File: config.mk
export PLATFORM = sky130hd
export DESIGN_NAME = sbsm_front
export DESIGN_NICKNAME = d
export VERILOG_FILES = /design/src/rtl/sbsm_pkg.sv /design/src/rtl/sbsm_front.sv
export SDC_FILE = /design/constraint.sdc
export NUM_CORES = 1
export LEC_CHECK = 0
export BUFFER_PORTS_ARGS = -buffer_cell sky130_fd_sc_hd__buf_2
export CAP_MARGIN = 10
export CORE_ASPECT_RATIO = 1.1
export CORE_MARGIN = 2
export CORE_UTILIZATION = 51
export CTS_BUF_LIST = sky130_fd_sc_hd__clkbuf_16
export CTS_CLUSTER_DIAMETER = 120
export DETAILED_ROUTE_END_ITERATION = 16
export PLACE_DENSITY = 0.82
export SYNTH_ARGS = -nofsm -noshare
export SYNTH_HDL_FRONTEND = slang
export SYNTH_SLANG_ARGS = --single-unit
File: constraint.sdc
create_clock -name clk -period 2 [get_ports clk]
set_input_delay 0.2 -clock clk [delete_from_list [all_inputs] [get_ports clk]]
set_output_delay 0.2 -clock clk [all_outputs]
set_load 0.1 [all_outputs]
File: src/rtl/sbsm_pkg.sv
`timescale 1ns / 1ps
package sbsm_pkg;

    // Work RAM size in bytes (power of two, 2048 to 32768)
    localparam int PRG_RAM_BYTES = 8192;
    localparam int RAM_AW        = $clog2(PRG_RAM_BYTES);

    // Largest PRG bank count honored for the fixed-last bank
    localparam int MAX_PRG_BANKS = 16;

    // Request queue between front and back
    localparam int QUEUE_DEPTH = 2;
    localparam int QUEUE_AW    = $clog2(QUEUE_DEPTH);
    localparam int QUEUE_CW    = $clog2(QUEUE_DEPTH + 1);

    // Field widths
    localparam int MADDR_W = 18;
    localparam int CNT_W   = 5;

    // Opcodes
    localparam logic [1:0] OP_CPU_READ  = 2'd0;
    localparam logic [1:0] OP_CPU_WRITE = 2'd1;
    localparam logic [1:0] OP_PPU_READ  = 2'd2;
    localparam logic [1:0] OP_PPU_WRITE = 2'd3;

    // Result targets
    localparam logic [1:0] TGT_PRG_RAM = 2'd0;
    localparam logic [1:0] TGT_PRG_ROM = 2'd1;
    localparam logic [1:0] TGT_CHR     = 2'd2;
    localparam logic [1:0] TGT_MAPPER  = 2'd3;

    // Configuration register indexes
    localparam logic CFG_PRG_BANK_COUNT = 1'b0;
    localparam logic CFG_CHR_BANK_COUNT = 1'b1;

    // Serial register select (address bits 14..13)
    localparam logic [1:0] SEL_CONTROL = 2'd0;
    localparam logic [1:0] SEL_CHR0    = 2'd1;
    localparam logic [1:0] SEL_CHR1    = 2'd2;
    localparam logic [1:0] SEL_PRG     = 2'd3;

    // PRG modes (control bits 3..2)
    localparam logic [1:0] PRG_MODE_FIX_FIRST = 2'd2;

    localparam logic [4:0] CONTROL_RESET = 5'h1C;
    localparam logic [2:0] SHIFT_LAST    = 3'd4;

    // One classified request as it travels from front to back
    typedef struct packed {
        logic [1:0]         target;
        logic [MADDR_W-1:0] mem_address;
        logic               ram_en;
        logic               ram_we;
        logic               chr_write;
        logic [7:0]         data;
        logic [1:0]         mirroring;
    } entry_t;

endpackage

File: src/rtl/sbsm_front.sv
`timescale 1ns / 1ps
module sbsm_front
    import sbsm_pkg::*;
(
    input  logic        clk,
    input  logic        rst_n,
    input  logic        cfg_we,
    input  logic        cfg_index,
    input  logic [4:0]  cfg_data,
    input  logic        accept,
    input  logic [1:0]  opcode,
    input  logic [15:0] address,
    input  logic [7:0]  data_in,
    output entry_t      entry
);

    logic [CNT_W-1:0] prg_count_reg;
    logic [CNT_W-1:0] chr_count_reg;
    logic [4:0] shift_value_reg, shift_value_next;
    logic [2:0] shift_count_reg, shift_count_next;
    logic [4:0] control_reg, control_next;
    logic [3:0] prg_sel_reg, prg_sel_next;
    logic [4:0] chr_low_reg, chr_low_next;
    logic [4:0] chr_high_reg, chr_high_next;
    logic [3:0] chr_full_reg, chr_full_next;

    logic [4:0]         shifted;
    logic [CNT_W-1:0]   prg_sat;
    logic [3:0]         last_bank;
    logic [3:0]         prg_bank;
    logic [MADDR_W-1:0] prg_addr;
    logic [MADDR_W-1:0] chr_addr;
    logic [4:0]         chr_bank;
    logic               cpu_low;

    // Configuration registers
    always_ff @(posedge clk or negedge rst_n)
    begin
        if (!rst_n)
        begin
            prg_count_reg <= CNT_W'(MAX_PRG_BANKS);
            chr_count_reg <= '0;
        end
        else if (cfg_we)
        begin
            case (cfg_index)
                CFG_PRG_BANK_COUNT: prg_count_reg <= cfg_data;
                CFG_CHR_BANK_COUNT: chr_count_reg <= cfg_data;
                default: ;
            endcase
        end
    end

    // PRG translation with the current state
    always_comb
    begin
        if (prg_count_reg == '0)
            prg_sat = CNT_W'(1);
        else if (prg_count_reg > CNT_W'(MAX_PRG_BANKS))
            prg_sat = CNT_W'(MAX_PRG_BANKS);
        else
            prg_sat = prg_count_reg;
        last_bank = 4'(prg_sat - CNT_W'(1));

        if (!address[14])
            prg_bank = (control_reg[3:2] == PRG_MODE_FIX_FIRST) ? 4'd0 : prg_sel_reg;
        else
            prg_bank = (control_reg[3:2] == PRG_MODE_FIX_FIRST) ? prg_sel_reg : last_bank;

        if (!control_reg[3])
            prg_addr = {prg_sel_reg[3:1], address[14:0]};
        else
            prg_addr = {prg_bank, address[13:0]};
    end

    // CHR translation
    always_comb
    begin
        chr_bank = address[12] ? chr_high_reg : chr_low_reg;
        if (chr_count_reg == '0)
            chr_addr = MADDR_W'(address[12:0]);
        else if (control_reg[4])
            chr_addr = MADDR_W'({chr_bank, address[11:0]});
        else
            chr_addr = MADDR_W'({chr_full_reg, address[12:0]});
    end

    // Serial loader
    assign shifted = {data_in[0], shift_value_reg[4:1]};
    assign cpu_low = !address[15];

    always_comb
    begin
        shift_value_next = shift_value_reg;
        shift_count_next = shift_count_reg;
        control_next     = control_reg;
        prg_sel_next     = prg_sel_reg;
        chr_low_next     = chr_low_reg;
        chr_high_next    = chr_high_reg;
        chr_full_next    = chr_full_reg;
        if (accept && opcode == OP_CPU_WRITE && !cpu_low)
        begin
            if (data_in[7])
            begin
                shift_value_next = '0;
                shift_count_next = '0;
                control_next     = control_reg | 5'h0C;
            end
            else if (shift_count_reg != SHIFT_LAST)
            begin
                shift_value_next = shifted;
                shift_count_next = shift_count_reg + 3'd1;
            end
            else
            begin
                shift_value_next = '0;
                shift_count_next = '0;
                case (address[14:13])
                    SEL_CONTROL: control_next = shifted;
                    SEL_CHR0:
                    begin
                        if (control_reg[4])
                            chr_low_next = shifted;
                        else
                            chr_full_next = shifted[4:1];
                    end
                    SEL_CHR1:
                    begin
                        if (control_reg[4])
                            chr_high_next = shifted;
                    end
                    SEL_PRG: prg_sel_next = shifted[3:0];
                    default: ;
                endcase
            end
        end
    end

    always_ff @(posedge clk or negedge rst_n)
    begin
        if (!rst_n)
        begin
            shift_value_reg <= '0;
            shift_count_reg <= '0;
            control_reg     <= CONTROL_RESET;
            prg_sel_reg     <= '0;
            chr_low_reg     <= '0;
            chr_high_reg    <= '0;
            chr_full_reg    <= '0;
        end
        else
        begin
            shift_value_reg <= shift_value_next;
            shift_count_reg <= shift_count_next;
            control_reg     <= control_next;
            prg_sel_reg     <= prg_sel_next;
            chr_low_reg     <= chr_low_next;
            chr_high_reg    <= chr_high_next;
            chr_full_reg    <= chr_full_next;
        end
    end

    // Classify the request
    always_comb
    begin
        entry             = '0;
        entry.mirroring   = control_next[1:0];
        entry.data        = data_in;
        case (opcode)
            OP_CPU_READ, OP_CPU_WRITE:
            begin
                if (cpu_low)
                begin
                    entry.target      = TGT_PRG_RAM;
                    entry.mem_address = MADDR_W'(address[RAM_AW-1:0]);
                    entry.ram_en      = 1'b1;
                    entry.ram_we      = (opcode == OP_CPU_WRITE);
                end
                else if (opcode == OP_CPU_READ)
                begin
                    entry.target      = TGT_PRG_ROM;
                    entry.mem_address = prg_addr;
                end
                else
                begin
                    entry.target = TGT_MAPPER;
                end
            end
            default:
            begin
                entry.target      = TGT_CHR;
                entry.mem_address = chr_addr;
                entry.chr_write   = (opcode == OP_PPU_WRITE) && (chr_count_reg == '0);
            end
        endcase
    end

endmodule

==> metrics <==
result of the run=finished with violations; failing checks=negative setup slack; family of cells with the greatest summed delay on the critical path=compound AO/OA/AOI/OAI gates; fraction of final layout cells sized beyond drive strength 1=52.75%; class of the most critical setup path=reg -> out; Worst Path Buf+Inv=1; root cell of the clock tree=sky130_fd_sc_hd__clkbuf_16; Final Net Count=311; number of different library cells in the post-synthesis netlist=39; final number of setup-violating endpoints=6; pin count of the biggest net entering global routing=25; overall overflow remaining after global route=0; period utilization=111.1%; sum of net half-perimeters after detailed placement=3660 µm; power consumption=2388 µW; number of standard cells after synthesis=196; tightest hold margin=0.1689 ns; count of yosys warnings during synthesis=0; number of max-capacitance violations reported=0; min-delay worst type=in -> reg; highest net fanout along the worst path=4; number of flops mapped to enable cells by yosys=0; highest clock rate=450.2 MHz; Core Box Area=3994 µm²; number of clock buffers inserted by TritonCTS=5; end of the worst hold path=chr_count_reg[4]$_DFFE_PN0P_; startpoint of the lowest-slack hold path=cfg_data[4]; library cell contributing the largest single delay on the critical path=sky130_fd_sc_hd__dfrtp_1; transition time of the tightest slew-check pin=0.5343 ns; cell types occupying the most area after synthesis=sky130_fd_sc_hd__dfrtp_1, sky130_fd_sc_hd__mux2_2, sky130_fd_sc_hd__dfstp_2, sky130_fd_sc_hd__mux2_1, sky130_fd_sc_hd__and2_1; ant diodes=0; wirelength, routed=5632 µm; time the final worst path needs with I/O delays and setup=2.221 ns; CTS tree=done; worst-skew pair later-pin latency=0.28 ns; initial detailed-routing violation count=66; global router's overall resource usage=24.47%; setup clock skew after layout=0.002863 ns; peak per-stage delay on the critical path=0.42 ns; Worst R2R End=prg_sel_reg[3]$_DFFE_PN0P_; effective utilization at floorplan=53.76%; instance count along the most critical hold path=2; vias in the first global route=1841; Chip Height=72.05 µm; # IOs=69; DR vias=1810; kind of end point of the critical path=primary output; maximum clock path buffer count=2; Synth Net Count=235; count of state elements after synthesis=40; kind of start point of the critical path=register; setup slack of the worst register-to-register path=0.14 ns; wire length of the first global-routing pass=8576 µm; Fin. Hold Viols=0; tightest slew margin relative to the limit=64.38%; sequential-to-total area share from yosys stat=46.85%; setup repair after global routing missed its margin=yes; ys flop type=sky130_fd_sc_hd__dfrtp_1; post-synthesis to final-layout area growth=45.69%; Critical Path, Cell by Cell=nor3_2 -> o21bai_1 -> ha_2 -> o22ai_1 -> a22oi_2 -> o22ai_4 -> buf_12; Buffers on Ports=56; Avg Vias per Cell=5.569; GP Congestion=0.7805; fraction of registers with async set or reset after synthesis=100.0%; Clock Pin Slew Worst Setup and Hold Paths=0.06 ns; Max IR drop VDD=719.6 µV; Arr. time, crit path=2.02 ns; PD cells=763.3 nW/µm²; number of optimization iterations in the first detailed-route pass=4; post-synthesis instance area=2147 µm²; leading cell type by number of instances after synthesis=sky130_fd_sc_hd__dfrtp_1; DRC violations left=0; Lkg Pwr=0.001448 µW; htree depth=2; row count=24; Final Slew Violations=0; worst r2r path cells=7; total number of clock tree sinks=40; largest area contributor in the synthesized netlist=sky130_fd_sc_hd__dfrtp_1; origin of the critical flop-to-flop path=shift_count_reg[0]$_DFFE_PN0P_; mean cell area of the mapped netlist=10.95 µm²; post-detailed-route wirelength per cell=17.33 µm; cell types with the highest counts after synthesis=sky130_fd_sc_hd__dfrtp_1, sky130_fd_sc_hd__mux2_2, sky130_fd_sc_hd__nand2_1; PnR worst setup slack=-0.2215 ns; Total Die Area=4746 µm²; share of the synthesized area in the top cell type=41.96%; overall die width=65.87 µm; initial antenna violation count=0; Post-DRT Antenna Nets=0; required time at the worst-slack endpoint=1.80 ns
routing by layer:
metal	routed length, µm	global-route usage (%)	vias up
li1	-	-	837
met1	2083	27.16	903
met2	3103	43.55	54
met3	262	6.202	16
met4	182	11.34	0
met5	0	0	-
worst max-delay path by stage:
stage / startpoint / to / slack (ns) / cells past startpoint
after global routing: prg_count_reg[2]$_DFFE_PN0P_ / entry[28] / -0.28 / 7
after detailed placement: prg_count_reg[1]$_DFFE_PN0P_ / entry[29] / -0.04 / 7
final: prg_count_reg[2]$_DFFE_PN0P_ / entry[28] / -0.22 / 7
after global placement: prg_count_reg[1]$_DFFE_PN0P_ / entry[29] / 0.05 / 7
after floorplan: chr_count_reg[0]$_DFFE_PN0P_ / entry[25] / 0.05 / 4
after CTS: prg_count_reg[1]$_DFFE_PN0P_ / entry[29] / -0.16 / 7
cells by family (layout without fill, tap and decap cells):
| logic type | count (synthesis) | count (layout) | share of synthesized area [%] |
|---|---|---|---|
| mux | 35 | 35 | 18.12 |
| compound gates | 35 | 35 | 10.26 |
| flops | 40 | 40 | 46.85 |
| buf+inv | 18 | 95 | 4.604 |
| simple gates | 64 | 64 | 18.01 |
| fa+ha+maj | 3 | 3 | 1.748 |
| xor+xnor | 1 | 1 | 0.4080 |
timing repair:
action,4_1_cts,5_1_grt
hold buffers,1,0
endpoints found under the setup margin,7,7
pin swaps,6,10
gates resized for setup,23,13
buffers inserted,10,6
hold endpoints to repair,20,0
cells in the final DEF (no fill, tap or decap), types with 2 or more instances in the layout:
cell type	instances
sky130_fd_sc_hd__inv_1	4
sky130_fd_sc_hd__clkbuf_16	5
sky130_fd_sc_hd__mux2i_1	4
sky130_fd_sc_hd__a21oi_1	5
sky130_fd_sc_hd__dfstp_2	4
sky130_fd_sc_hd__and2_1	12
sky130_fd_sc_hd__o21ai_0	9
sky130_fd_sc_hd__inv_2	2
sky130_fd_sc_hd__mux2_2	20
sky130_fd_sc_hd__nand2_1	18
sky130_fd_sc_hd__nor2_1	7
sky130_fd_sc_hd__buf_6	3
sky130_fd_sc_hd__o22ai_4	4
sky130_fd_sc_hd__nand2b_1	6
sky130_fd_sc_hd__o22a_1	2
sky130_fd_sc_hd__nand2_4	2
sky130_fd_sc_hd__buf_2	47
sky130_fd_sc_hd__mux2_1	9
sky130_fd_sc_hd__dfrtp_1	36
sky130_fd_sc_hd__buf_4	21
sky130_fd_sc_hd__nor4_4	2
sky130_fd_sc_hd__buf_12	10
sky130_fd_sc_hd__mux2_4	2
sky130_fd_sc_hd__a21boi_0	2
sky130_fd_sc_hd__nor2b_1	3
sky130_fd_sc_hd__nand3_2	2
per-stage QoR:
stage,util (%),setup WS (ns),instance area [µm²],TNS [ns],instances
after floorplan,-,0.04511,2267,0,196
after global placement,67.54,0.05133,2698,0,301
after detailed placement,67.54,-0.03537,2698,-0.03537,301
after CTS,75.85,-0.1583,3029,-0.5707,320
after global routing,78.32,-0.2824,3128,-1.071,325
final,78.32,-0.2215,3128,-0.6827,325
cell type report:
cell class	count	area (µm²)
multi-input combinational	138	1261
sequential	40	1006
fill	243	865.8
timing repair buffer	82	636.9
clock buffer	5	125.1
tap	52	65.06
inverter	5	18.77
clock inverter	3	15.01
power breakdown:
| group | total [µW] | internal (µW) | switching (µW) |
|---|---|---|---|
| Clock | 754 | 452 | 302 |
| Sequential | 939 | 873 | 65.8 |
| Combinational | 694 | 269 | 426 |
Note: power is estimated with default switching activity, not from simulation.
