**config.mk**
```make
export PLATFORM = sky130hd
export DESIGN_NAME = sbsm_queue
export DESIGN_NICKNAME = d
export VERILOG_FILES = /design/src/rtl/sbsm_pkg.sv /design/src/rtl/sbsm_queue.sv
export SDC_FILE = /design/constraint.sdc
export NUM_CORES = 1
export LEC_CHECK = 0
export ABC_AREA = 1
export BUFFER_PORTS_ARGS = -buffer_cell sky130_fd_sc_hd__buf_2
export CORE_MARGIN = 10
export CORE_UTILIZATION = 52
export DETAILED_ROUTE_END_ITERATION = 6
export PLACE_DENSITY = 0.89
export SLEW_MARGIN = 25
export SYNTH_ARGS = -nofsm -noshare
export SYNTH_HDL_FRONTEND = slang
export SYNTH_SLANG_ARGS = --single-unit
```
**constraint.sdc**
```tcl
create_clock -name clk -period 2.46 [get_ports clk]
set_input_delay 0.492 -clock clk [delete_from_list [all_inputs] [get_ports clk]]
set_output_delay 0.492 -clock clk [all_outputs]
set_load 0.005 [all_outputs]
```
**src/rtl/sbsm_pkg.sv**
```systemverilog
`timescale 1ns / 1ps
package sbsm_pkg;

    // Work RAM size in bytes (power of two, 2048 to 32768)
    localparam int PRG_RAM_BYTES = 8192;
    localparam int RAM_AW        = $clog2(PRG_RAM_BYTES);

    // Largest PRG bank count honored for the fixed-last bank
    localparam int MAX_PRG_BANKS = 16;

    // Request queue between front and back
    localparam int QUEUE_DEPTH = 2;
    localparam int QUEUE_AW    = $clog2(QUEUE_DEPTH);
    localparam int QUEUE_CW    = $clog2(QUEUE_DEPTH + 1);

    // Field widths
    localparam int MADDR_W = 18;
    localparam int CNT_W   = 5;

    // Opcodes
    localparam logic [1:0] OP_CPU_READ  = 2'd0;
    localparam logic [1:0] OP_CPU_WRITE = 2'd1;
    localparam logic [1:0] OP_PPU_READ  = 2'd2;
    localparam logic [1:0] OP_PPU_WRITE = 2'd3;

    // Result targets
    localparam logic [1:0] TGT_PRG_RAM = 2'd0;
    localparam logic [1:0] TGT_PRG_ROM = 2'd1;
    localparam logic [1:0] TGT_CHR     = 2'd2;
    localparam logic [1:0] TGT_MAPPER  = 2'd3;

    // Configuration register indexes
    localparam logic CFG_PRG_BANK_COUNT = 1'b0;
    localparam logic CFG_CHR_BANK_COUNT = 1'b1;

    // Serial register select (address bits 14..13)
    localparam logic [1:0] SEL_CONTROL = 2'd0;
    localparam logic [1:0] SEL_CHR0    = 2'd1;
    localparam logic [1:0] SEL_CHR1    = 2'd2;
    localparam logic [1:0] SEL_PRG     = 2'd3;

    // PRG modes (control bits 3..2)
    localparam logic [1:0] PRG_MODE_FIX_FIRST = 2'd2;

    localparam logic [4:0] CONTROL_RESET = 5'h1C;
    localparam logic [2:0] SHIFT_LAST    = 3'd4;

    // One classified request as it travels from front to back
    typedef struct packed {
        logic [1:0]         target;
        logic [MADDR_W-1:0] mem_address;
        logic               ram_en;
        logic               ram_we;
        logic               chr_write;
        logic [7:0]         data;
        logic [1:0]         mirroring;
    } entry_t;

endpackage

```
**src/rtl/sbsm_queue.sv**
```systemverilog
`timescale 1ns / 1ps
module sbsm_queue
    import sbsm_pkg::*;
(
    input  logic   clk,
    input  logic   rst_n,
    input  logic   push,
    input  entry_t push_entry,
    output logic   full,
    input  logic   pop,
    output logic   not_empty,
    output entry_t head
);

    entry_t slots [QUEUE_DEPTH];
    logic [QUEUE_AW-1:0] wr_ptr_reg, rd_ptr_reg;
    logic [QUEUE_CW-1:0] count_reg;

    assign full      = (count_reg == QUEUE_CW'(QUEUE_DEPTH));
    assign not_empty = (count_reg != '0);
    assign head      = slots[rd_ptr_reg];

    // Storage
    always_ff @(posedge clk)
    begin
        if (push)
            slots[wr_ptr_reg] <= push_entry;
    end

    // Pointers and fill count
    always_ff @(posedge clk or negedge rst_n)
    begin
        if (!rst_n)
        begin
            wr_ptr_reg <= '0;
            rd_ptr_reg <= '0;
            count_reg  <= '0;
        end
        else
        begin
            if (push)
                wr_ptr_reg <= (wr_ptr_reg == QUEUE_AW'(QUEUE_DEPTH - 1)) ? '0
                                                                         : wr_ptr_reg + QUEUE_AW'(1);
            if (pop)
                rd_ptr_reg <= (rd_ptr_reg == QUEUE_AW'(QUEUE_DEPTH - 1)) ? '0
                                                                         : rd_ptr_reg + QUEUE_AW'(1);
            if (push && !pop)
                count_reg <= count_reg + QUEUE_CW'(1);
            else if (pop && !push)
                count_reg <= count_reg - QUEUE_CW'(1);
        end
    end

endmodule

```
==> results.json, run 1 <==
{
  "ir_drop_uv": 583,
  "synth_top_area_share_pct": 72.3,
  "instances_no_fill": 286,
  "synth_top_area_cell": "edfxtp_1",
  "hold_class": "in -> reg",
  "fin_crit_sh_pct": 85.6,
  "timing.hold.ws_ns": 0.352,
  "die_area_um2": 8570,
  "wire_per_inst_um": 17.0,
  "place_congestion": 0.708,
  "rsz0062_at_grt": "no",
  "setup_violations": 0,
  "core_area_um2": 5110,
  "ioPinCount": 72,
  "clock_latency_ns": 0.32,
  "skew_ns": 0.00209,
  "syn_area_um2": 2740,
  "cts_buffers": 9,
  "synth-main-ff-cell": "edfxtp_1",
  "synth_mux_area_share_pct": 17.5,
  "antenna_found_initial": 1,
  "synth_area_leaders": "edfxtp_1 (72%), mux2_4 (16%), dfrtp_1 (3.7%)",
  "cts_tree": "yes",
  "ff_latch_area_um2": 2080,
  "worstPathRequired_ns": 1.97,
  "start_util_pct": 53.7,
  "antennaDiodeCount": 0,
  "post-place-ws_ns": 0.691,
  "grt_pass1_vias": 1554,
  "synth_cell_types": 14,
  "ant_nets": 0,
  "status": "finished, final reports clean",
  "cts_sinks": 70,
  "clk_path_buf_depth": 2,
  "syn2layout_area_growth_pct": 21.9,
  "vias_per_cell": 4.75,
  "cpPeakStageDelay_ns": 0.57,
  "grt_max_degree": 22,
  "clock-root-buffer": "clkbuf_8",
  "synth_xor_area_share_pct": 0.959,
  "dpl.cell_count": 270,
  "n_fill_cell": 377,
  "synth_fp_nets": 166,
  "gr-total-overflow": 0,
  "drive_gt1_share_pct": 56.0,
  "post-synth-top-count-cell": "edfxtp_1",
  "ys_ff_latch": 70,
  "fmax_ghz": 0.475,
  "drcViolationCount": 0,
  "die_w_um": 92.6,
  "synth-compound-area-share_pct": 0,
  "multi_input_area_um2": 568,
  "cap_violations": 0,
  "min_period_ns": 2.10,
  "port_buffers": 71,
  "synth_top_family_by_area": "multiplexers",
  "path_class": "reg -> out",
  "cts_setup_buffers": 0,
  "synthAdderAreaFrac_pct": 0.457,
  "ys_seq_area_share_pct": 76.0,
  "ys_top_cells_by_count": "edfxtp_1 (66), mux2_4 (29), inv_1 (7)",
  "maxSlewHeadroom_pct": 66.4,
  "dr.pass1.iters": 4,
  "ys_warn_count": 0,
  "syn_inst": 128,
  "crit_fanout": 11,
  "path_buf_inv": 2,
  "drtIter0Drc": 51,
  "nets": 250,
  "fin_ws_ns": 0.355,
  "slew_violations": 0,
  "rows": 26,
  "hpwl_um": 3670,
  "via_count": 1359,
  "fp.dieH_um": 92.6,
  "critical-path-top-delay-family": "flip-flops",
  "crit_arrival_ns": 1.61,
  "cp-end-kind": "output port",
  "postRouteWirelength_um": 4860,
  "clk_pin_slew_ns": 0.06,
  "async_flop_share_pct": 5.71,
  "worst_path_max_delay_cell": "dfrtp_2",
  "worst_pin_slew_ns": 0.503,
  "avgSynthCellArea_um2": 21.4,
  "power_leakage_nw": 1.39,
  "setup_tns_ns": 0,
  "crit_chain": "buf_4, mux2_4, buf_2",
  "track_usage_pct": 11.9,
  "grt_pass1_wl_um": 7670,
  "finalHoldViolations": 0,
  "synth_edf_count": 66,
  "synthSimpleGateAreaFrac_pct": 1.51,
  "powerDensity_nw_per_um2": 1060,
  "start_kind": "flop",
  "htreeDepth": 3,
  "largest_register_ffs": 66
}
[repair_timing]
item	in CTS	in global routing
endpoints found under the hold margin	4	0
hold buffers	1	0
resized for setup	0	0
[placed cells by master, fill, tap and decap left out, drive strengths merged]
| cell | netlist | routed |
|---|---|---|
| xnor2 | 1 | 1 |
| clkbuf | 0 | 12 |
| nand3 | 1 | 1 |
| edfxtp | 66 | 66 |
| nand4 | 1 | 1 |
| ha | 1 | 1 |
| dfrtp | 4 | 4 |
| nor2 | 2 | 2 |
| nand2 | 6 | 6 |
| clkinv | 0 | 3 |
| buf | 4 | 76 |
| mux2 | 33 | 33 |
| inv | 7 | 7 |
| xor2 | 2 | 2 |
| dlygate4sd3 | 0 | 1 |
[final timing paths]
path | startpoint | end | slack (ns) | depth (start not counted)
min in group asynchronous | rst_n | count_reg[0]$_DFFE_PN0P_ | 0.49 | 2
max | rd_ptr_reg$_DFFE_PN0P_ | head[5] | 0.36 | 3
min reg2reg | count_reg[1]$_DFFE_PN0P_ | count_reg[1]$_DFFE_PN0P_ | 0.48 | 2
min | push_entry[8] | slots[0][8]$_DFFE_PP_ | 0.35 | 1
max reg2reg | wr_ptr_reg$_DFFE_PN0P_ | slots[0][17]$_DFFE_PP_ | 1.06 | 2
max in group asynchronous | rst_n | rd_ptr_reg$_DFFE_PN0P_ | 1.83 | 2
[layout make-up]
cell class,count,share of cell area (%)
Clock buffer,12,4.04
Clock inverter,3,0.375
Timing Repair Buffer,77,12.8
Inverter,7,0.787
Multi-Input combinational cell,47,17.0
Sequential cell,70,62.4
Tap cell,70,2.62
[cell families after synthesis]
| kind of cell | after synthesis |
|---|---|
| flops | 70 |
| buf+inv | 11 |
| simple gates | 10 |
| mux | 33 |
| fa+ha+maj | 1 |
| xor+xnor | 3 |
[where the power goes]
group,internal (mW),switching [mW],total [mW]
clock network,0.353,0.360,0.713
logic,0.646,0.464,1.11
registers,1.59,0.125,1.71
total,2.59,0.949,3.54
[routing by layer]
metal / wire (um) / share of wire [%] / GRT usage [%]
met1: 1780 / 37 / 11.5
met2: 2520 / 52 / 20.4
met3: 443 / 9.1 / 5.41
met4: 115 / 2.4 / 7.33
met5: 0 / 0 / 0
[per-stage QoR]
stage	instance area (um^2)	util, %	total power, mW
after floorplan	2740	-	2.51
after global placement	3180	62.3	2.84
after detailed placement	3180	62.3	2.88
after CTS	3340	65.4	3.60
after global routing	3340	65.4	3.73
final	3340	65.4	3.54
Power figures use the tool's default switching activity.
==> inputs of run 2 (changes only) <==
--- a/config.mk
+++ b/config.mk
@@ -10,7 +10,7 @@
 export CORE_MARGIN = 10
 export CORE_UTILIZATION = 52
 export DETAILED_ROUTE_END_ITERATION = 6
-export PLACE_DENSITY = 0.89
+export PLACE_DENSITY = 0.76
 export SLEW_MARGIN = 25
 export SYNTH_ARGS = -nofsm -noshare
 export SYNTH_HDL_FRONTEND = slang
==> constraint.sdc (replaced) <==
create_clock -name clk -period 2.46 [get_ports clk]
set_input_delay 0.492 -clock clk [delete_from_list [all_inputs] [get_ports clk]]
set_output_delay 0.492 -clock clk [all_outputs]
set_load 0.01 [all_outputs]
==> results.json, run 2 (synthesized netlist as in run 1, its figures left out) <==
{
  "path_buf_inv": 2,
  "total_power_mw": 3.78,
  "cpPeakStageDelay_ns": 0.63,
  "maxSlewHeadroom_pct": 65.8,
  "path_class": "reg -> out",
  "start_util_pct": 53.7,
  "drt-met1-wl_um": 1880,
  "via_count": 1363,
  "antenna_found_initial": 0,
  "routed-wl-met3_um": 479,
  "power_leakage_nw": 1.40,
  "ant_nets": 0,
  "drcViolationCount": 0,
  "place_congestion": 0.762,
  "clock-root-buffer": "clkbuf_8",
  "htreeDepth": 3,
  "clock_latency_ns": 0.34,
  "mostFrequentLayoutCells": "buf_2 (71), edfxtp_1 (66), mux2_4 (29)",
  "min_period_ns": 2.23,
  "timing.hold.ws_ns": 0.336,
  "vias_per_cell": 4.78,
  "gr-total-overflow": 0,
  "start_kind": "flop",
  "p_int_mw": 2.70,
  "antennaDiodeCount": 0,
  "crit_arrival_ns": 1.74,
  "hold_class": "in -> reg",
  "status": "finished, final reports clean",
  "ir_drop_uv": 578,
  "fmax_ghz": 0.448,
  "cts_sinks": 70,
  "worst_path_max_delay_cell": "dfrtp_2",
  "dr.pass1.iters": 4,
  "ioPinCount": 72,
  "die_area_um2": 8570,
  "cap_violations": 0,
  "syn2layout_area_growth_pct": 23.1,
  "cts_tree": "yes",
  "clkPwrFrac_pct": 22.4,
  "hpwl_um": 3650,
  "worstPathRequired_ns": 1.97,
  "worst_pin_slew_ns": 0.512,
  "cts_buffers": 9,
  "largest_register_ffs": 66,
  "setup_tns_ns": 0,
  "wire_per_inst_um": 17.4,
  "cp-end-kind": "output port",
  "port_buffers": 71,
  "die_w_um": 92.6,
  "postRouteWirelength_um": 4960,
  "met2RoutedLength_um": 2520,
  "fin_crit_sh_pct": 90.7,
  "nets": 248,
  "r2r_slack_ns": 1.00,
  "track_usage_pct": 12.1,
  "slew_violations": 0,
  "switching_share_pct": 28.6,
  "layout_commonest_cell": "buf_2",
  "rsz0062_at_grt": "no",
  "fp.dieH_um": 92.6,
  "cts_setup_buffers": 0,
  "power_frac_seq_pct": 45.6,
  "clk_pin_slew_ns": 0.07,
  "clk_path_buf_depth": 2,
  "critical-path-top-delay-family": "flip-flops",
  "grt_pass1_vias": 1549,
  "setup_violations": 0,
  "finalHoldViolations": 0,
  "pwr-share-comb_pct": 32.0,
  "powerDensity_nw_per_um2": 1120,
  "grt_max_degree": 23,
  "crit_chain": "buf_12, mux2_2, buf_2",
  "skew_ns": 0.00840,
  "core_area_um2": 5110,
  "drive_gt1_share_pct": 56.3,
  "grt_pass1_wl_um": 7760,
  "dr.max_layer_used": "met4",
  "power.switching_mw": 1.08,
  "crit_fanout": 22,
  "rows": 26,
  "drtIter0Drc": 74
}
[run 2: cell count changes in the layout (fill, tap and decap cells not counted), sizes merged]
cell,change
bufinv,+1
clkbuf,-1
clkinvlp,+1
buf,-2
[run 2: final cells by class]
class	instances	area [um^2]
flip-flops and latches	70	2080
fillers	365	1740
multi-input cells	47	568
repair buffers	75	425
clock buffers	11	131
well taps	70	87.6
clock inverters	5	50.0
inverters	7	26.3
[run 2: power groups by stage]
stage	Clock (mW)	Combinational [mW]	Sequential [mW]
6_report	0.846	1.21	1.72
4_1_cts	0.865	1.24	1.72
3_3_place_gp	0	1.20	1.73
2_1_floorplan	0	0.941	1.67
5_1_grt	0.916	1.31	1.75
3_5_place_dp	0	1.23	1.75
[run 2: what timing repair did]
item,4_1_cts,5_1_grt
resized for setup,0,0
hold buffers,1,0
hold endpoints to repair,4,0
[run 2: stage by stage]
stage	instance area, um^2	setup WS, ns	util [%]	instances
floorplan	2740	0.113	-	128
global placement	3180	0.624	62.3	268
detailed placement	3180	0.581	62.3	268
CTS	3370	0.217	66.0	285
global route	3370	0.150	66.0	285
finish	3370	0.230	66.0	285
[run 2: final timing paths]
path                       depth (start not counted)                  endpoint                startpoint
min in group asynchronous                          2  count_reg[1]$_DFFE_PN0P_                     rst_n
setup reg to reg                                   3     slots[1][2]$_DFFE_PP_    wr_ptr_reg$_DFFE_PN0P_
setup / recovery                                   3                  head[12]    rd_ptr_reg$_DFFE_PN0P_
hold / removal                                     1    slots[0][19]$_DFFE_PP_            push_entry[19]
hold reg to reg                                    2  count_reg[1]$_DFFE_PN0P_  count_reg[1]$_DFFE_PN0P_
max in group asynchronous                          2    rd_ptr_reg$_DFFE_PN0P_                     rst_n
[run 2: metal layers]
metal | GRT usage (%) | vias to the layer above
met5 | 0 | -
met4 | 6.56 | 0
met3 | 6.46 | 7
met2 | 20.0 | 51
met1 | 12.0 | 659
li1 | - | 646
==> inputs of run 3 (changes only) <==
--- a/config.mk
+++ b/config.mk
@@ -11,6 +11,7 @@
 export CORE_UTILIZATION = 52
 export DETAILED_ROUTE_END_ITERATION = 6
 export PLACE_DENSITY = 0.76
+export RECOVER_POWER = 25
 export SLEW_MARGIN = 25
 export SYNTH_ARGS = -nofsm -noshare
 export SYNTH_HDL_FRONTEND = slang
==> results.json, run 3 (synthesized netlist as in run 1, its figures left out) <==
{
  "maxSlewHeadroom_pct": 66.6,
  "min_period_ns": 2.23,
  "start_kind": "flop",
  "grt_max_degree": 23,
  "power_leakage_nw": 1.36,
  "rsz0062_at_grt": "no",
  "drtIter0Drc": 73,
  "total_power_mw": 3.78,
  "startpoint": "rd_ptr_reg$_DFFE_PN0P_",
  "setup_tns_ns": 0,
  "die_area_um2": 8570,
  "powerDensity_nw_per_um2": 1130,
  "track_usage_pct": 12.1,
  "ant_nets": 0,
  "die_w_um": 92.6,
  "r2r_start": "wr_ptr_reg$_DFFE_PN0P_",
  "setup_violations": 0,
  "core_area_um2": 5110,
  "start_util_pct": 53.7,
  "fin_crit_sh_pct": 90.7,
  "skew_ns": 0.00877,
  "fp.dieH_um": 92.6,
  "grt_pass1_vias": 1549,
  "place_congestion": 0.762,
  "drive_gt1_share_pct": 50.7,
  "cts_tree": "yes",
  "crit_arrival_ns": 1.74,
  "nets": 248,
  "clk_pin_slew_ns": 0.07,
  "gr-total-overflow": 0,
  "layout_commonest_cell": "edfxtp_1",
  "antenna_found_initial": 0,
  "cap_violations": 0,
  "antennaDiodeCount": 0,
  "vias_per_cell": 4.84,
  "worst_pin_slew_ns": 0.500,
  "path_class": "reg -> out",
  "clock_latency_ns": 0.34,
  "n_fill_cell": 373,
  "status": "finished, final reports clean",
  "cts_sinks": 70,
  "rows": 26,
  "cp-end-kind": "output port",
  "cts_setup_buffers": 0,
  "via_count": 1379,
  "syn2layout_area_growth_pct": 22.5,
  "slew_violations": 0,
  "worstPathRequired_ns": 1.97,
  "crit_fanout": 22,
  "clock-root-buffer": "clkbuf_8",
  "largest_register_ffs": 66,
  "holdCritStartpoint": "push_entry[19]",
  "htreeDepth": 3,
  "ioPinCount": 72,
  "hold_class": "in -> reg",
  "cts_buffers": 9,
  "wire_per_inst_um": 17.5,
  "finalHoldViolations": 0,
  "fmax_ghz": 0.448,
  "ir_drop_uv": 577,
  "grt_pass1_wl_um": 7760,
  "mostFrequentLayoutCells": "edfxtp_1 (66), buf_2 (59), mux2_4 (29)",
  "drcViolationCount": 0,
  "clk_path_buf_depth": 2,
  "port_buffers": 71,
  "dr.pass1.iters": 4,
  "hpwl_um": 3650,
  "postRouteWirelength_um": 4980
}
[run 3: layer usage]
layer	share of wire, %	vias to the layer above	global-route usage [%]
met5	0	-	0
met4	1.6	0	6.56
met3	9.6	7	6.46
met2	51	51	20.0
li1	-	647	-
met1	38	674	12.0
[run 3: final timing paths]
check	to	slack [ns]	depth (start not counted)
worst max-delay path	head[12]	0.23	3
worst min-delay path	slots[0][19]$_DFFE_PP_	0.34	1
worst max register to register	slots[1][2]$_DFFE_PP_	1.01	3
worst min register to register	count_reg[1]$_DFFE_PN0P_	0.51	2
max in group asynchronous	rd_ptr_reg$_DFFE_PN0P_	1.83	2
min in group asynchronous	count_reg[1]$_DFFE_PN0P_	0.49	2
[run 3: stage by stage]
| stage | hold WS [ns] | worst slack [ns] | cells | instance area [um^2] | utilization [%] |
|---|---|---|---|---|---|
| global route | 0.321 | 0.150 | 285 | 3360 | 65.7 |
| floorplan | 0.196 | 0.113 | 128 | 2740 | - |
| global placement | 0.303 | 0.624 | 268 | 3180 | 62.3 |
| CTS | 0.328 | 0.217 | 285 | 3370 | 66.0 |
| finish | 0.336 | 0.229 | 285 | 3360 | 65.7 |
| detailed placement | 0.306 | 0.581 | 268 | 3180 | 62.3 |
[run 3: area by class of cell]
type,instances,area (um^2),share of cell area (%)
flip-flops and latches,70,2080,62.1
multi-input cells,47,568,16.9
well taps,70,87.6,2.61
repair buffers,75,410,12.2
inverters,7,26.3,0.783
clock inverters,5,50.0,1.49
clock buffers,11,131,3.91
[run 3: critical path, stage by stage (launching register included)]
cell	delay, ns
dfrtp_2	0.63
buf_12	0.26
mux2_2	0.36
buf_2	0.14
[run 3: where the power goes]
group          internal, mW  total, mW  switching (mW)  leakage, nW
Combinational         0.645       1.21           0.561        0.610
Sequential             1.59       1.72           0.136        0.666
Clock                 0.460      0.848           0.388       0.0884
Total                  2.69       3.78            1.08         1.36
[run 3: repair_timing]
item	in CTS	in global routing
hold endpoints to repair	4	0
hold buffers	1	0
resized for setup	0	0
